File: config.mk
export PLATFORM = sky130hd
export DESIGN_NAME = ultrasonic_echo_ranger_core
export DESIGN_NICKNAME = d
export VERILOG_FILES = /design/src/sv/ecr_pkg.sv /design/src/sv/ecr_fsm.sv /design/src/sv/ecr_obuf.sv /design/src/sv/ultrasonic_echo_ranger_core.sv
export SDC_FILE = /design/constraint.sdc
export NUM_CORES = 1
export LEC_CHECK = 0
export BUFFER_PORTS_ARGS = -buffer_cell sky130_fd_sc_hd__buf_4
export CAP_MARGIN = 0
export CORE_MARGIN = 1.5
export CORE_UTILIZATION = 50
export DETAILED_ROUTE_END_ITERATION = 6
export PLACE_DENSITY_LB_ADDON = 0.2
export SETUP_SLACK_MARGIN = 0.5
export SYNTH_ARGS = -nofsm -noshare
export SYNTH_HDL_FRONTEND = slang
export SYNTH_HIERARCHICAL = 1
export SYNTH_SLANG_ARGS = --single-unit
File: constraint.sdc
create_clock -name i_clk -period 4.71 [get_ports i_clk]
set_input_delay 0.7065 -clock i_clk [delete_from_list [all_inputs] [get_ports i_clk]]
set_output_delay 0.7065 -clock i_clk [all_outputs]
set_load 0.05 [all_outputs]
File: src/sv/ecr_pkg.sv
package ecr_pkg;

    // phase codes
    localparam logic [1:0] PH_IDLE = 2'd0;
    localparam logic [1:0] PH_TRIG = 2'd1;
    localparam logic [1:0] PH_WAIT = 2'd2;
    localparam logic [1:0] PH_ECHO = 2'd3;

    // status codes
    localparam logic [1:0] ST_OK        = 2'd0;
    localparam logic [1:0] ST_NO_RESP   = 2'd1;
    localparam logic [1:0] ST_OUT_RANGE = 2'd2;

    // register indexes
    typedef logic [1:0] t_cfg_idx;
    localparam t_cfg_idx CFG_TRIGGER_TICKS = 2'd0;
    localparam t_cfg_idx CFG_RISE_TIMEOUT  = 2'd1;
    localparam t_cfg_idx CFG_ECHO_TIMEOUT  = 2'd2;
    localparam t_cfg_idx CFG_TICKS_PER_CM  = 2'd3;

    localparam int unsigned CFG_DATA_W = 16;
    typedef logic [CFG_DATA_W-1:0] t_cfg_data;

    // register reset values
    localparam logic [7:0]  RST_TRIGGER_TICKS = 8'd20;
    localparam logic [15:0] RST_RISE_TIMEOUT  = 16'd60000;
    localparam logic [15:0] RST_ECHO_TIMEOUT  = 16'd60000;
    localparam logic [7:0]  RST_TICKS_PER_CM  = 8'd116;

    // distance limits
    localparam logic [9:0] CM_SAT       = 10'd998;
    localparam logic [9:0] OUT_RANGE_CM = 10'd999;

    typedef struct packed {
        logic       trigger_level;
        logic       busy_res;
        logic       done_res;
        logic [9:0] distance_cm;
        logic [1:0] status;
    } t_result;

endpackage

File: src/sv/ecr_fsm.sv
module ecr_fsm (
    input  logic               i_clk,
    input  logic               i_rst_n,
    input  logic               i_cfg_we,
    input  ecr_pkg::t_cfg_idx  i_cfg_idx,
    input  ecr_pkg::t_cfg_data i_cfg_data,
    input  logic               i_step,
    input  logic               i_start_req,
    input  logic               i_echo_level,
    output ecr_pkg::t_result   o_res
);
    import ecr_pkg::*;

    logic [7:0]  r_trigger_ticks;
    logic [15:0] r_rise_timeout;
    logic [15:0] r_echo_timeout;
    logic [7:0]  r_ticks_per_cm;

    logic [1:0]  r_phase, n_phase;
    logic [15:0] r_pt, n_pt;
    logic [7:0]  r_frac, n_frac;
    logic [9:0]  r_cnt, n_cnt;
    logic [9:0]  r_dist, n_dist;
    logic [1:0]  r_stat, n_stat;
    logic        done;

    // write configuration registers
    always_ff @(posedge i_clk) begin
        if (!i_rst_n) begin
            r_trigger_ticks <= RST_TRIGGER_TICKS;
            r_rise_timeout  <= RST_RISE_TIMEOUT;
            r_echo_timeout  <= RST_ECHO_TIMEOUT;
            r_ticks_per_cm  <= RST_TICKS_PER_CM;
        end else if (i_cfg_we) begin
            unique case (i_cfg_idx)
                CFG_TRIGGER_TICKS: r_trigger_ticks <= i_cfg_data[7:0];
                CFG_RISE_TIMEOUT:  r_rise_timeout  <= i_cfg_data[15:0];
                CFG_ECHO_TIMEOUT:  r_echo_timeout  <= i_cfg_data[15:0];
                CFG_TICKS_PER_CM:  r_ticks_per_cm  <= i_cfg_data[7:0];
                default: ;
            endcase
        end
    end

    // compute one tick of the measurement sequence
    always_comb begin
        logic        echo_go;
        logic [15:0] pt_base;
        logic [7:0]  frac_base;
        logic [7:0]  frac_inc;
        logic [9:0]  cnt_base;
        n_phase   = r_phase;
        n_pt      = r_pt;
        n_frac    = r_frac;
        n_cnt     = r_cnt;
        n_dist    = r_dist;
        n_stat    = r_stat;
        done      = 1'b0;
        echo_go   = 1'b0;
        unique case (r_phase)
            PH_IDLE: begin
                if (i_start_req) begin
                    n_phase = PH_TRIG;
                    n_pt    = 16'd1;
                    n_frac  = 8'd0;
                    n_cnt   = 10'd0;
                end
            end
            PH_TRIG: begin
                if (r_pt >= {8'd0, r_trigger_ticks}) begin
                    n_phase = PH_WAIT;
                    n_pt    = 16'd0;
                end else begin
                    n_pt = r_pt + 16'd1;
                end
            end
            PH_WAIT: begin
                if (!i_echo_level) begin
                    if (r_pt >= r_rise_timeout) begin
                        n_phase = PH_IDLE;
                        n_pt    = 16'd0;
                        n_stat  = ST_NO_RESP;
                        n_dist  = 10'd0;
                        done    = 1'b1;
                    end else begin
                        n_pt = r_pt + 16'd1;
                    end
                end else begin
                    echo_go = 1'b1;
                end
            end
            PH_ECHO: echo_go = 1'b1;
            default: ;
        endcase

        // count echo ticks; a rise seen in the wait phase starts from zero
        pt_base   = (r_phase == PH_WAIT) ? 16'd0 : r_pt;
        frac_base = (r_phase == PH_WAIT) ? 8'd0  : r_frac;
        cnt_base  = (r_phase == PH_WAIT) ? 10'd0 : r_cnt;
        frac_inc  = frac_base + 8'd1;
        if (echo_go) begin
            n_frac = frac_base;
            n_cnt  = cnt_base;
            if (!i_echo_level) begin
                n_phase = PH_IDLE;
                n_pt    = 16'd0;
                n_stat  = ST_OK;
                n_dist  = cnt_base;
                done    = 1'b1;
            end else if (pt_base >= r_echo_timeout) begin
                n_phase = PH_IDLE;
                n_pt    = 16'd0;
                n_stat  = ST_OUT_RANGE;
                n_dist  = OUT_RANGE_CM;
                done    = 1'b1;
            end else begin
                n_phase = PH_ECHO;
                n_pt    = pt_base + 16'd1;
                if (frac_inc >= r_ticks_per_cm) begin
                    n_frac = 8'd0;
                    if (cnt_base < CM_SAT) begin
                        n_cnt = cnt_base + 10'd1;
                    end
                end else begin
                    n_frac = frac_inc;
                end
            end
        end
    end

    // advance state on each tick taken
    always_ff @(posedge i_clk) begin
        if (!i_rst_n) begin
            r_phase <= PH_IDLE;
            r_pt    <= 16'd0;
            r_frac  <= 8'd0;
            r_cnt   <= 10'd0;
            r_dist  <= 10'd0;
            r_stat  <= ST_OK;
        end else if (i_step) begin
            r_phase <= n_phase;
            r_pt    <= n_pt;
            r_frac  <= n_frac;
            r_cnt   <= n_cnt;
            r_dist  <= n_dist;
            r_stat  <= n_stat;
        end
    end

    // result word for this tick
    always_comb begin
        o_res.trigger_level = (n_phase == PH_TRIG);
        o_res.busy_res      = (n_phase != PH_IDLE);
        o_res.done_res      = done;
        o_res.distance_cm   = n_dist;
        o_res.status        = n_stat;
    end

`ifndef SYNTHESIS
    a_done_idle: assert property (@(posedge i_clk) disable iff (!i_rst_n)
        (i_step && o_res.done_res) |=> (r_phase == PH_IDLE))
        else $error("finished measurement did not return to idle");
    a_ok_not_max: assert property (@(posedge i_clk) disable iff (!i_rst_n)
        (r_stat == ST_OK) |-> (r_dist != OUT_RANGE_CM))
        else $error("ok status with out-of-range distance");
    a_start_trig: assert property (@(posedge i_clk) disable iff (!i_rst_n)
        (i_step && r_phase == PH_IDLE && i_start_req) |=> (r_phase == PH_TRIG))
        else $error("start request in idle did not launch trigger");
    a_hold: assert property (@(posedge i_clk) disable iff (!i_rst_n)
        !i_step |=> ($stable(r_phase) && $stable(r_pt) && $stable(r_dist)))
        else $error("state moved without a tick");
`endif

endmodule

File: src/sv/ecr_obuf.sv
module ecr_obuf (
    input  logic             i_clk,
    input  logic             i_rst_n,
    input  logic             i_push,
    input  ecr_pkg::t_result i_res,
    output logic             o_full,
    output logic             o_valid,
    input  logic             i_stall,
    output ecr_pkg::t_result o_res
);
    import ecr_pkg::*;

    t_result    r_mem [2];
    logic       r_wp, r_rp;
    logic [1:0] r_cnt;
    logic       pop, push;

    assign o_full  = (r_cnt == 2'd2);
    assign o_valid = (r_cnt != 2'd0);
    assign o_res   = r_mem[r_rp];
    assign pop     = o_valid && !i_stall;
    assign push    = i_push && !o_full;

    // store result words
    always_ff @(posedge i_clk) begin
        if (push) begin
            r_mem[r_wp] <= i_res;
        end
    end

    // track pointers and fill level
    always_ff @(posedge i_clk) begin
        if (!i_rst_n) begin
            r_wp  <= 1'b0;
            r_rp  <= 1'b0;
            r_cnt <= 2'd0;
        end else begin
            if (push) begin
                r_wp <= ~r_wp;
            end
            if (pop) begin
                r_rp <= ~r_rp;
            end
            r_cnt <= r_cnt + {1'b0, push} - {1'b0, pop};
        end
    end

`ifndef SYNTHESIS
    a_cnt_range: assert property (@(posedge i_clk) disable iff (!i_rst_n)
        r_cnt != 2'd3)
        else $error("output buffer overfilled");
    a_full_ptr: assert property (@(posedge i_clk) disable iff (!i_rst_n)
        (r_cnt == 2'd2 || r_cnt == 2'd0) |-> (r_wp == r_rp))
        else $error("buffer pointers out of step with fill level");
    a_keep_word: assert property (@(posedge i_clk) disable iff (!i_rst_n)
        (o_valid && i_stall) |=> (o_valid && $stable(o_res)))
        else $error("stalled word lost or changed");
`endif

endmodule

File: src/sv/ultrasonic_echo_ranger_core.sv
// Ultrasonic echo ranger core.
// Input channel (i_valid / o_stall): one word per 0.5 us timer tick, carrying
// the start request and the sampled echo level. Output channel (o_valid /
// i_stall): one result word per tick with the trigger level to drive, busy,
// done, and the last finished distance and status.
// Configuration: write i_cfg_data to register i_cfg_idx while i_cfg_we is
// high (0 trigger ticks, 1 rise timeout, 2 echo timeout, 3 ticks per cm).
// Write only while no tick is in flight.
// Path: a tick taken sits in the input register; once the output buffer has
// room, its result enters the two-word output buffer and is offered behind any
// older word still held there.
// Throughput: one tick per cycle while the output buffer has room; the step
// logic is a single pass of counters and compares from input register to buffer.
// Stall: while the receiver stalls, the output buffer fills; once both words
// are held, the input register holds its tick and o_stall rises.
// Reset: i_rst_n low for one edge returns to idle, loads the default register
// values and empties the buffer; distance and status read 0 until the first
// measurement finishes.
module ultrasonic_echo_ranger_core (
    input  logic               i_clk,
    input  logic               i_rst_n,
    input  logic               i_cfg_we,
    input  ecr_pkg::t_cfg_idx  i_cfg_idx,
    input  ecr_pkg::t_cfg_data i_cfg_data,
    input  logic               i_valid,
    output logic               o_stall,
    input  logic               i_start_req,
    input  logic               i_echo_level,
    output logic               o_valid,
    input  logic               i_stall,
    output logic               o_trigger_level,
    output logic               o_busy_res,
    output logic               o_done_res,
    output logic [9:0]         o_distance_cm,
    output logic [1:0]         o_status
);
    import ecr_pkg::*;

    logic    r_in_valid;
    logic    r_start_req;
    logic    r_echo_level;
    logic    buf_full;
    logic    step;
    logic    accept;
    t_result step_res;
    t_result out_res;

    assign step    = r_in_valid && !buf_full;
    assign o_stall = r_in_valid && buf_full;
    assign accept  = i_valid && !o_stall;

    // hold the accepted tick word
    always_ff @(posedge i_clk) begin
        if (!i_rst_n) begin
            r_in_valid <= 1'b0;
        end else if (accept) begin
            r_in_valid <= 1'b1;
        end else if (step) begin
            r_in_valid <= 1'b0;
        end
    end

    always_ff @(posedge i_clk) begin
        if (accept) begin
            r_start_req  <= i_start_req;
            r_echo_level <= i_echo_level;
        end
    end

    ecr_fsm u_fsm (
        .i_clk        (i_clk),
        .i_rst_n      (i_rst_n),
        .i_cfg_we     (i_cfg_we),
        .i_cfg_idx    (i_cfg_idx),
        .i_cfg_data   (i_cfg_data),
        .i_step       (step),
        .i_start_req  (r_start_req),
        .i_echo_level (r_echo_level),
        .o_res        (step_res)
    );

    ecr_obuf u_obuf (
        .i_clk   (i_clk),
        .i_rst_n (i_rst_n),
        .i_push  (step),
        .i_res   (step_res),
        .o_full  (buf_full),
        .o_valid (o_valid),
        .i_stall (i_stall),
        .o_res   (out_res)
    );

    // drive result fields
    assign o_trigger_level = out_res.trigger_level;
    assign o_busy_res      = out_res.busy_res;
    assign o_done_res      = out_res.done_res;
    assign o_distance_cm   = out_res.distance_cm;
    assign o_status        = out_res.status;

endmodule

==> metrics.md, run 1 <==
| Metric | Value |
|---|---|
| Number of distinct standard cells referenced by the synthesized netlist | 77 |
| Number of flip-flops and latches in the synthesized netlist | 134 |
| Post-route minimum period | 3.92 ns |
| FF-to-FF Start | u_fsm/r_phase[0] |
| Fraction of the mapped netlist area in compound gates | 20.2% |
| Register area share after synthesis | 39.5% |
| Final std cell area, no fill | 8670 um^2 |
| Data required time at the worst endpoint | 5.03 ns |
| Number of inserted filler cells in the final layout | 1299 |
| Net Sw Frac | 30.2% |
| Clk sinks | 134 |
| Core box area | 14700 um^2 |
| H-tree Lvls | 4 |
| Hold Crit Class | register to register |
| Worst IR Drop VDD | 0.278 mV |
| Area used by multi-input combinational logic | 4180 um^2 |
| Highest clock rate | 255 MHz |
| Grt total ovfl | 0 |
| Synthesized instance count | 882 |
| Synth-to-Final Area Change | 13.9% |
| Part of the total power dissipated in combinational logic | 22.1% |
| Syn_nets | 965 |
| Clock share of power | 39.9% |
| I/O Pins | 42 |
| Status | complete, no violations |
| Buf/Inv on CP | 2 |
| CP peak stage delay | 0.59 ns |
| Clock buffers created by TritonCTS | 17 |
| Latest clock arrival within the worst-skew pair | 0.42 ns |
| Total number of placement rows | 44 |
| Drt initial violations | 549 |
| Worst hold margin | 0.453 ns |
| Skew final | 0.00766 ns |
| # DRC | 0 |
| Worst Hold Launch | u_fsm/r_dist[2] |
| Setup Buffers After CTS | 0 |
| Netlist area before placement | 7610 um^2 |
| Die footprint | 16000 um^2 |
| Share of power burned in registers | 38.0% |
| Adder-cell share of the synthesized area | 9.53% |
| Crit. End Element | register |
| Routed WL | 18800 um |
| EDFF count, synth | 32 |
| Final antenna diode count | 0 |
| Slack of the worst reg-to-reg path | 0.79 ns |
| Cell internal power dissipation | 2420 uW |
| Share of synthesized area spent on multiplexers | 3.29% |
| Maximum number of pins on one net before global-route repair | 43 |
| Instance area at placement | 8060 um^2 |
| Post-detailed-route wirelength per cell | 17.0 um |
| Synth Area in XOR/XNOR | 1.61% |
| Crit Path Category | register to register |
| Max-slew violation count | 0 |
| Top cells by area, synth | dfxtp_1, edfxtp_1, ha_1 |
| Leakage Power | 0.00354 uW |
| Global-route wire length before repair | 30900 um |
| Post-detailed-placement half-perimeter wirelength | 13100 um |
| Ordered list of cells on the worst path | inv_1 -> ha_1 -> buf_4 -> nor2b_1 -> ha_1 -> a211oi_2 -> o21ai_0 -> o2111ai_1 -> o2111ai_1 -> nor2_1 -> nand3_1 -> o32ai_1 |
| Final clock period utilization by the worst path | 83.3% |
| Power dissipated by switching net loads | 1050 uW |
| Number of vias after detailed routing | 6439 |
| Number of nets with antenna violations after routing | 0 |
| Number of buffers between clock root and the deepest sink | 2 |
| Via density per instance | 5.81 |
| Number of instances on the worst hold path | 2 |
| Net count, final | 995 |
| Synthesized-area fraction occupied by and/or/nand/nor cells | 20.3% |
| Slew at the pin with the worst max-slew slack | 0.936 ns |
| Power after layout | 3460 uW |
| Top cell type's share of synthesized area | 26.8% |
| Total count of hold-check failures in the final report | 0 |
| Post-CTS Resized | 0 |
| Unrepaired setup endpoints after global routing | false |
| Worst path arrival time | 4.25 ns |
| Max Cap Violations | 0 |
| Global router's overall resource usage | 24.4% |
| Number of antenna violations at the first check in global routing | 0 |
| Slowest library cell on the worst path | nor2_1 |
| Area taken by flip-flops and latches | 3000 um^2 |
| Fraction of layout instances using a drive strength above 1 | 13.2% |
| RD Place Congestion | 0.940 |
| Final number of setup-violating endpoints | 0 |
| Hold endpoint | u_fsm/r_dist[2] |
| Clock transition at the registers of the reported paths | 0.06 ns |
| Worst relative slew slack | 37.1% |
| Dominant combinational cell family by area after synthesis | simple AND/OR/NAND/NOR gates |
| Yosys warnings | 6 |
| Total negative slack for setup checks | 0 ns |
| Cell type group with the largest total delay on the critical path | compound AO/OA/AOI/OAI gates |
| Endpoint of the worst register-to-register path | u_fsm/r_pt[11] |
| Cell area power density | 399 nW/um^2 |
| First-pass iteration count of the detailed router | 5 |
| Die extent in x | 126 um |
| Initial Utilization | 51.8% |
| Commonest non-fill, non-tap cell in the layout | nand2_1 |
| Synthesized area per cell | 8.63 um^2 |
| Yosys top cell by area | dfxtp_1 |
| FFs w/ async S/R, synth | 0% |
| Buffer cell driving the clock tree root | clkbuf_16 |
| Leading cell types in the layout, fill and taps excluded | nand2_1, dfxtp_1, a21oi_1 |
| CTS tree | built |
| Number of global-route vias before repair | 6137 |
| Count of input and output buffers | 41 |
| R2R cell count | 12 |
| Maximum fanout along the worst path | 29 |
| Main synth FF type | dfxtp_1 |
| Crit start category | register |
| Hold buffers post-CTS | 0 |
| Die Y-Extent | 126 um |
[power groups by stage]
stage | Clock (uW) | Sequential (uW) | Combinational (uW)
floorplan | 0 | 1310 | 586
global placement | 0 | 1340 | 754
detailed placement | 0 | 1340 | 759
CTS | 1400 | 1320 | 765
global route | 1450 | 1330 | 828
finish | 1380 | 1320 | 765
[worst max-delay path by stage]
stage / startpoint / end / slack, ns / cells after the start
2_1_floorplan: u_fsm/r_phase[0] / u_fsm/r_cnt[5] / 1.00 / 17
3_3_place_gp: u_fsm/r_phase[0] / u_fsm/r_pt[11] / 1.01 / 12
3_5_place_dp: u_fsm/r_phase[0] / u_fsm/r_pt[11] / 0.94 / 12
4_1_cts: u_fsm/r_phase[0] / u_fsm/r_pt[11] / 0.89 / 12
5_1_grt: u_fsm/r_phase[0] / u_fsm/r_cnt[1] / 0.55 / 13
6_report: u_fsm/r_phase[0] / u_fsm/r_pt[11] / 0.79 / 12
[cell type report]
class	instances	share of cell area (%)
clock buffer	18	4.95
clock inverter	14	2.12
inverter	67	2.90
multi-input combinational	640	48.2
sequential	134	34.6
tap	184	2.66
timing repair buffer	52	4.50
[state kept, by name (all words and copies together) (netlist names), 2 cells and up, named ones only]
signal / cells
u_fsm/r_frac: 8
u_fsm/r_stat: 2
u_fsm/r_phase: 2
u_fsm/r_trigger_ticks: 8
u_fsm/r_echo_timeout: 16
u_fsm/r_ticks_per_cm: 8
u_fsm/r_cnt: 10
u_fsm/r_pt: 16
u_fsm/r_dist: 10
u_obuf/r_mem: 30
u_fsm/r_rise_timeout: 16
u_obuf/r_cnt: 2
[through the flow]
step | setup slack, ns | cells | util (%)
floorplan | 1.00 | 882 | -
global placement | 1.01 | 1077 | 54.8
detailed placement | 0.942 | 1077 | 54.8
CTS | 0.895 | 1109 | 59.0
global route | 0.546 | 1109 | 59.0
finish | 0.785 | 1109 | 59.0
[logic make-up (layout without fill, tap and decap cells)]
| group | after synthesis | in the layout |
|---|---|---|
| AND/OR/NAND/NOR | 315 | 315 |
| AO/OA/AOI/OAI | 230 | 230 |
| flip-flops | 134 | 134 |
| buffers and inverters | 108 | 151 |
| adder cells (fa/ha/maj) | 58 | 58 |
| multiplexers | 23 | 23 |
| XOR/XNOR | 14 | 14 |
[Yosys cell counts, drive strengths merged (4+ instances only)]
master	count
o2111ai	4
and3	20
o22ai	4
or3	5
a21oi	71
or2	5
nor2	66
o211ai	23
a31oi	4
and2	10
o21a	8
edfxtp	32
inv	66
nor2b	24
nand3	23
a211oi	9
a22oi	7
a21o	7
mux2	16
xnor2	4
nand2b	9
xor2	10
nor4b	4
clkbuf	32
mux2i	7
ha	58
o21ai	47
nor4	4
dfxtp	102
nand2	113
a22o	12
nand4	10
nor3	12
buf	9
[layer usage]
metal	GRT usage [%]	part of all wire [%]	vias to the layer above	wire length [um]
li1	-	-	3207	-
met1	32.9	47	3007	8870
met2	38.8	46	199	8580
met3	5.48	5.7	26	1060
met4	8.05	1.6	0	308
met5	0	0	-	0
[tightest hold or removal path: cells and delay by family (launching register included)]
| family | cells | cell delay, ns |
|---|---|---|
| AO/OA/AOI/OAI | 1 | 0.05 |
| flip-flops | 1 | 0.30 |
| AND/OR/NAND/NOR | 1 | 0.05 |
Power figures use the tool's default switching activity.
==> run 2: changes to the inputs <==
--- a/config.mk
+++ b/config.mk
@@ -5,6 +5,7 @@
 export SDC_FILE = /design/constraint.sdc
 export NUM_CORES = 1
 export LEC_CHECK = 0
+export ABC_AREA = 1
 export BUFFER_PORTS_ARGS = -buffer_cell sky130_fd_sc_hd__buf_4
 export CAP_MARGIN = 0
 export CORE_MARGIN = 1.5
==> constraint.sdc (replaced) <==
create_clock -name i_clk -period 3.85 [get_ports i_clk]
set_input_delay 0.5775 -clock i_clk [delete_from_list [all_inputs] [get_ports i_clk]]
set_output_delay 0.5775 -clock i_clk [all_outputs]
set_load 0.05 [all_outputs]
==> run 2 against run 1 <==
Register-to-register slack barely moved. Clock-buffer cell count is 1 higher. Utilization fell by 0.95 points. Synthesized cell count is 31% higher. Via count up 16%. Die area up 10%. Area after synthesis grew 10%. Global-route usage is 0.29 points lower. Clock skew increased by 0.0015 ns. Maximum frequency increased by 28%. Clock power increased by 26%. Worst hold slack lost 0.12 ns.
==> metrics.md, run 2 <==
| Metric | Value |
|---|---|
| Source of the critical timing path | u_fsm/r_phase[0] |
| Fraction of the mapped netlist area in compound gates | 14.0% |
| Met2 layer wire length in the routed design | 9310 um |
| FFs w/ async S/R, synth | 0% |
| Slack of the worst reg-to-reg path | 0.78 ns |
| Post-detailed-route wirelength per cell | 14.4 um |
| Clock transition at the registers of the reported paths | 0.06 ns |
| Data required time at the worst endpoint | 4.00 ns |
| Drt initial violations | 591 |
| Status | complete, no violations |
| Number of flip-flops under the largest register name | 30 |
| Total number of placement rows | 47 |
| Fraction of layout instances using a drive strength above 1 | 14.0% |
| Highest clock rate | 326 MHz |
| Clk sinks | 134 |
| Grt total ovfl | 0 |
| Most common cell in the netlist | nand2_1 |
| Global router's overall resource usage | 24.1% |
| Share of synthesized area spent on multiplexers | 2.46% |
| Netlist area before placement | 8400 um^2 |
| Skew final | 0.00916 ns |
| Die footprint | 17600 um^2 |
| Worst path arrival time | 3.22 ns |
| Endpoint of the worst register-to-register path | u_obuf/r_mem[1][14] |
| Routed WL | 20500 um |
| Hold Crit Class | input pin to register |
| Endpoint of the most critical setup path | u_obuf/r_mem[1][14] |
| Synthesized instance count | 1154 |
| Number of flip-flops and latches in the synthesized netlist | 134 |
| Slew at the pin with the worst max-slew slack | 0.858 ns |
| Final clock period utilization by the worst path | 79.7% |
| Top cells by area, synth | dfxtp_1, edfxtp_1, nand2_1 |
| Max Cap Violations | 0 |
| Unrepaired setup endpoints after global routing | false |
| Post-detailed-placement half-perimeter wirelength | 14500 um |
| Final number of setup-violating endpoints | 0 |
| Dominant combinational cell family by area after synthesis | simple AND/OR/NAND/NOR gates |
| Crit start category | register |
| FF-to-FF Start | u_fsm/r_phase[0] |
| Post-Route M1 WL | 9860 um |
| Hold buffers post-CTS | 0 |
| Latest clock arrival within the worst-skew pair | 0.42 ns |
| Adder-cell share of the synthesized area | 8.64% |
| Biggest register | u_obuf/r_mem |
| Main synth FF type | dfxtp_1 |
| R2R cell count | 14 |
| Cell area power density | 486 nW/um^2 |
| Leading cell types in the layout, fill and taps excluded | nand2_1, inv_1, a21oi_1 |
| Die Y-Extent | 133 um |
| H-tree Lvls | 4 |
| Number of buffers between clock root and the deepest sink | 2 |
| Synth-to-Final Area Change | 14.1% |
| Routed length on met3 | 991 um |
| Maximum number of pins on one net before global-route repair | 72 |
| Number of distinct standard cells referenced by the synthesized netlist | 48 |
| Register area share after synthesis | 35.7% |
| EDFF count, synth | 32 |
| DR top layer | met4 |
| Synthesized-area fraction occupied by and/or/nand/nor cells | 27.0% |
| Max-slew violation count | 0 |
| Number of antenna violations at the first check in global routing | 0 |
| Yosys top cell by area | dfxtp_1 |
| CTS tree | built |
| Number of vias after detailed routing | 7498 |
| Global-route wire length before repair | 34400 um |
| Final antenna diode count | 0 |
| Crit. End Element | register |
| # DRC | 0 |
| First-pass iteration count of the detailed router | 6 |
| Synthesized area per cell | 7.28 um^2 |
| Syn_nets | 1237 |
| Die extent in x | 133 um |
| Total negative slack for setup checks | 0 ns |
| RD Place Congestion | 0.887 |
| Finished Core Util | 58.0% |
| Crit Path Category | register to register |
| Total count of hold-check failures in the final report | 0 |
| Net count, final | 1274 |
| Post-route minimum period | 3.07 ns |
| Commonest non-fill, non-tap cell in the layout | nand2_1 |
| Number of nets with antenna violations after routing | 0 |
| Initial Utilization | 50.8% |
| Worst relative slew slack | 42.7% |
| Worst IR Drop VDD | 0.383 mV |
| Via density per instance | 5.27 |
| Leakage Power | 0.00455 uW |
| Count of input and output buffers | 41 |
| Core box area | 16500 um^2 |
| Top cell type's share of synthesized area | 24.3% |
| Yosys warnings | 6 |
| Number of global-route vias before repair | 6946 |
| Number of inserted filler cells in the final layout | 1580 |
| Clock buffers created by TritonCTS | 17 |
| I/O Pins | 42 |
| Top cells by count, synth | nand2_1, inv_1, a21oi_1 |
| Synth Area in XOR/XNOR | 1.67% |
| Maximum fanout along the worst path | 20 |
| Buffer cell driving the clock tree root | clkbuf_16 |
[run 2: critical path, cell delays in order (launching register included)]
cell and delay [ns]:
dfxtp_2 0.36, inv_1 0.10, ha_4 0.22, buf_6 0.19, nor2_1 0.32, ha_1 0.30, nand2_1 0.06, nor2_1 0.08
nor2b_2 0.18, nand2_1 0.17, nand3_1 0.18, nor2_4 0.23, nand2_2 0.20, nand3_1 0.14, nor2_1 0.06
[run 2: how the worst min path moves through the flow]
stage,startpoint,endpoint,cells past startpoint
after floorplan,u_fsm/r_echo_timeout[10],u_fsm/r_echo_timeout[10],2
after global placement,u_fsm/r_echo_timeout[3],u_fsm/r_echo_timeout[3],2
after detailed placement,u_fsm/r_echo_timeout[3],u_fsm/r_echo_timeout[3],2
after CTS,i_echo_level,r_echo_level,1
after global routing,i_start_req,r_start_req,1
final,i_start_req,r_start_req,1
[run 2: power by group]
group          switching, uW  internal (uW)  total (uW)  leakage (uW)
combinational            799            413        1210       0.00311
clock                    646           1090        1740      0.000300
sequential               111           1600        1710       0.00114
total                   1560           3100        4660       0.00455
[run 2: final cells by class]
cell class	count	area, um^2	area share [%]
multi-input combinational	806	4600	48.0
sequential	134	3000	31.3
inverter	178	671	6.99
clock buffer	19	433	4.51
timing repair buffer	54	413	4.31
tap	220	275	2.87
clock inverter	13	195	2.04
[run 2: metal layers]
layer  global-route usage (%)  up-vias
met5                        0        -
met1                     33.0     3423
met4                     7.20        0
met3                     4.21       32
li1                         -     3864
met2                     39.0      179
[run 2: kinds of logic after synthesis]
logic type | Yosys count
xor gates and xnor gates | 16
DFF | 134
muxes | 15
AOI/OAI and AO/OA | 220
buffers and inverters | 215
adders and majority gates | 58
and+or+nand+nor | 496
[run 2: repair_timing]
action / CTS / global route
pin swaps: 0 / 3
gates resized for setup: 5 / 13
setup buffers: 1 / 3
endpoints found under the hold margin: 0 / 0
cloned: 0 / 1
setup endpoints to repair: 42 / 77
[run 2: per-stage QoR]
| stage | hold slack, ns | cells | instance area (um^2) | power, uW | setup slack (ns) |
|---|---|---|---|---|---|
| finish | 0.330 | 1424 | 9590 | 4660 | 0.782 |
| global route | 0.310 | 1424 | 9590 | 4910 | 0.496 |
| CTS | 0.314 | 1420 | 9500 | 4690 | 0.495 |
| detailed placement | 0.455 | 1387 | 8840 | 2930 | 0.333 |
| global placement | 0.450 | 1387 | 8840 | 2910 | 0.473 |
| floorplan | 0.435 | 1154 | 8400 | 2640 | 0.504 |
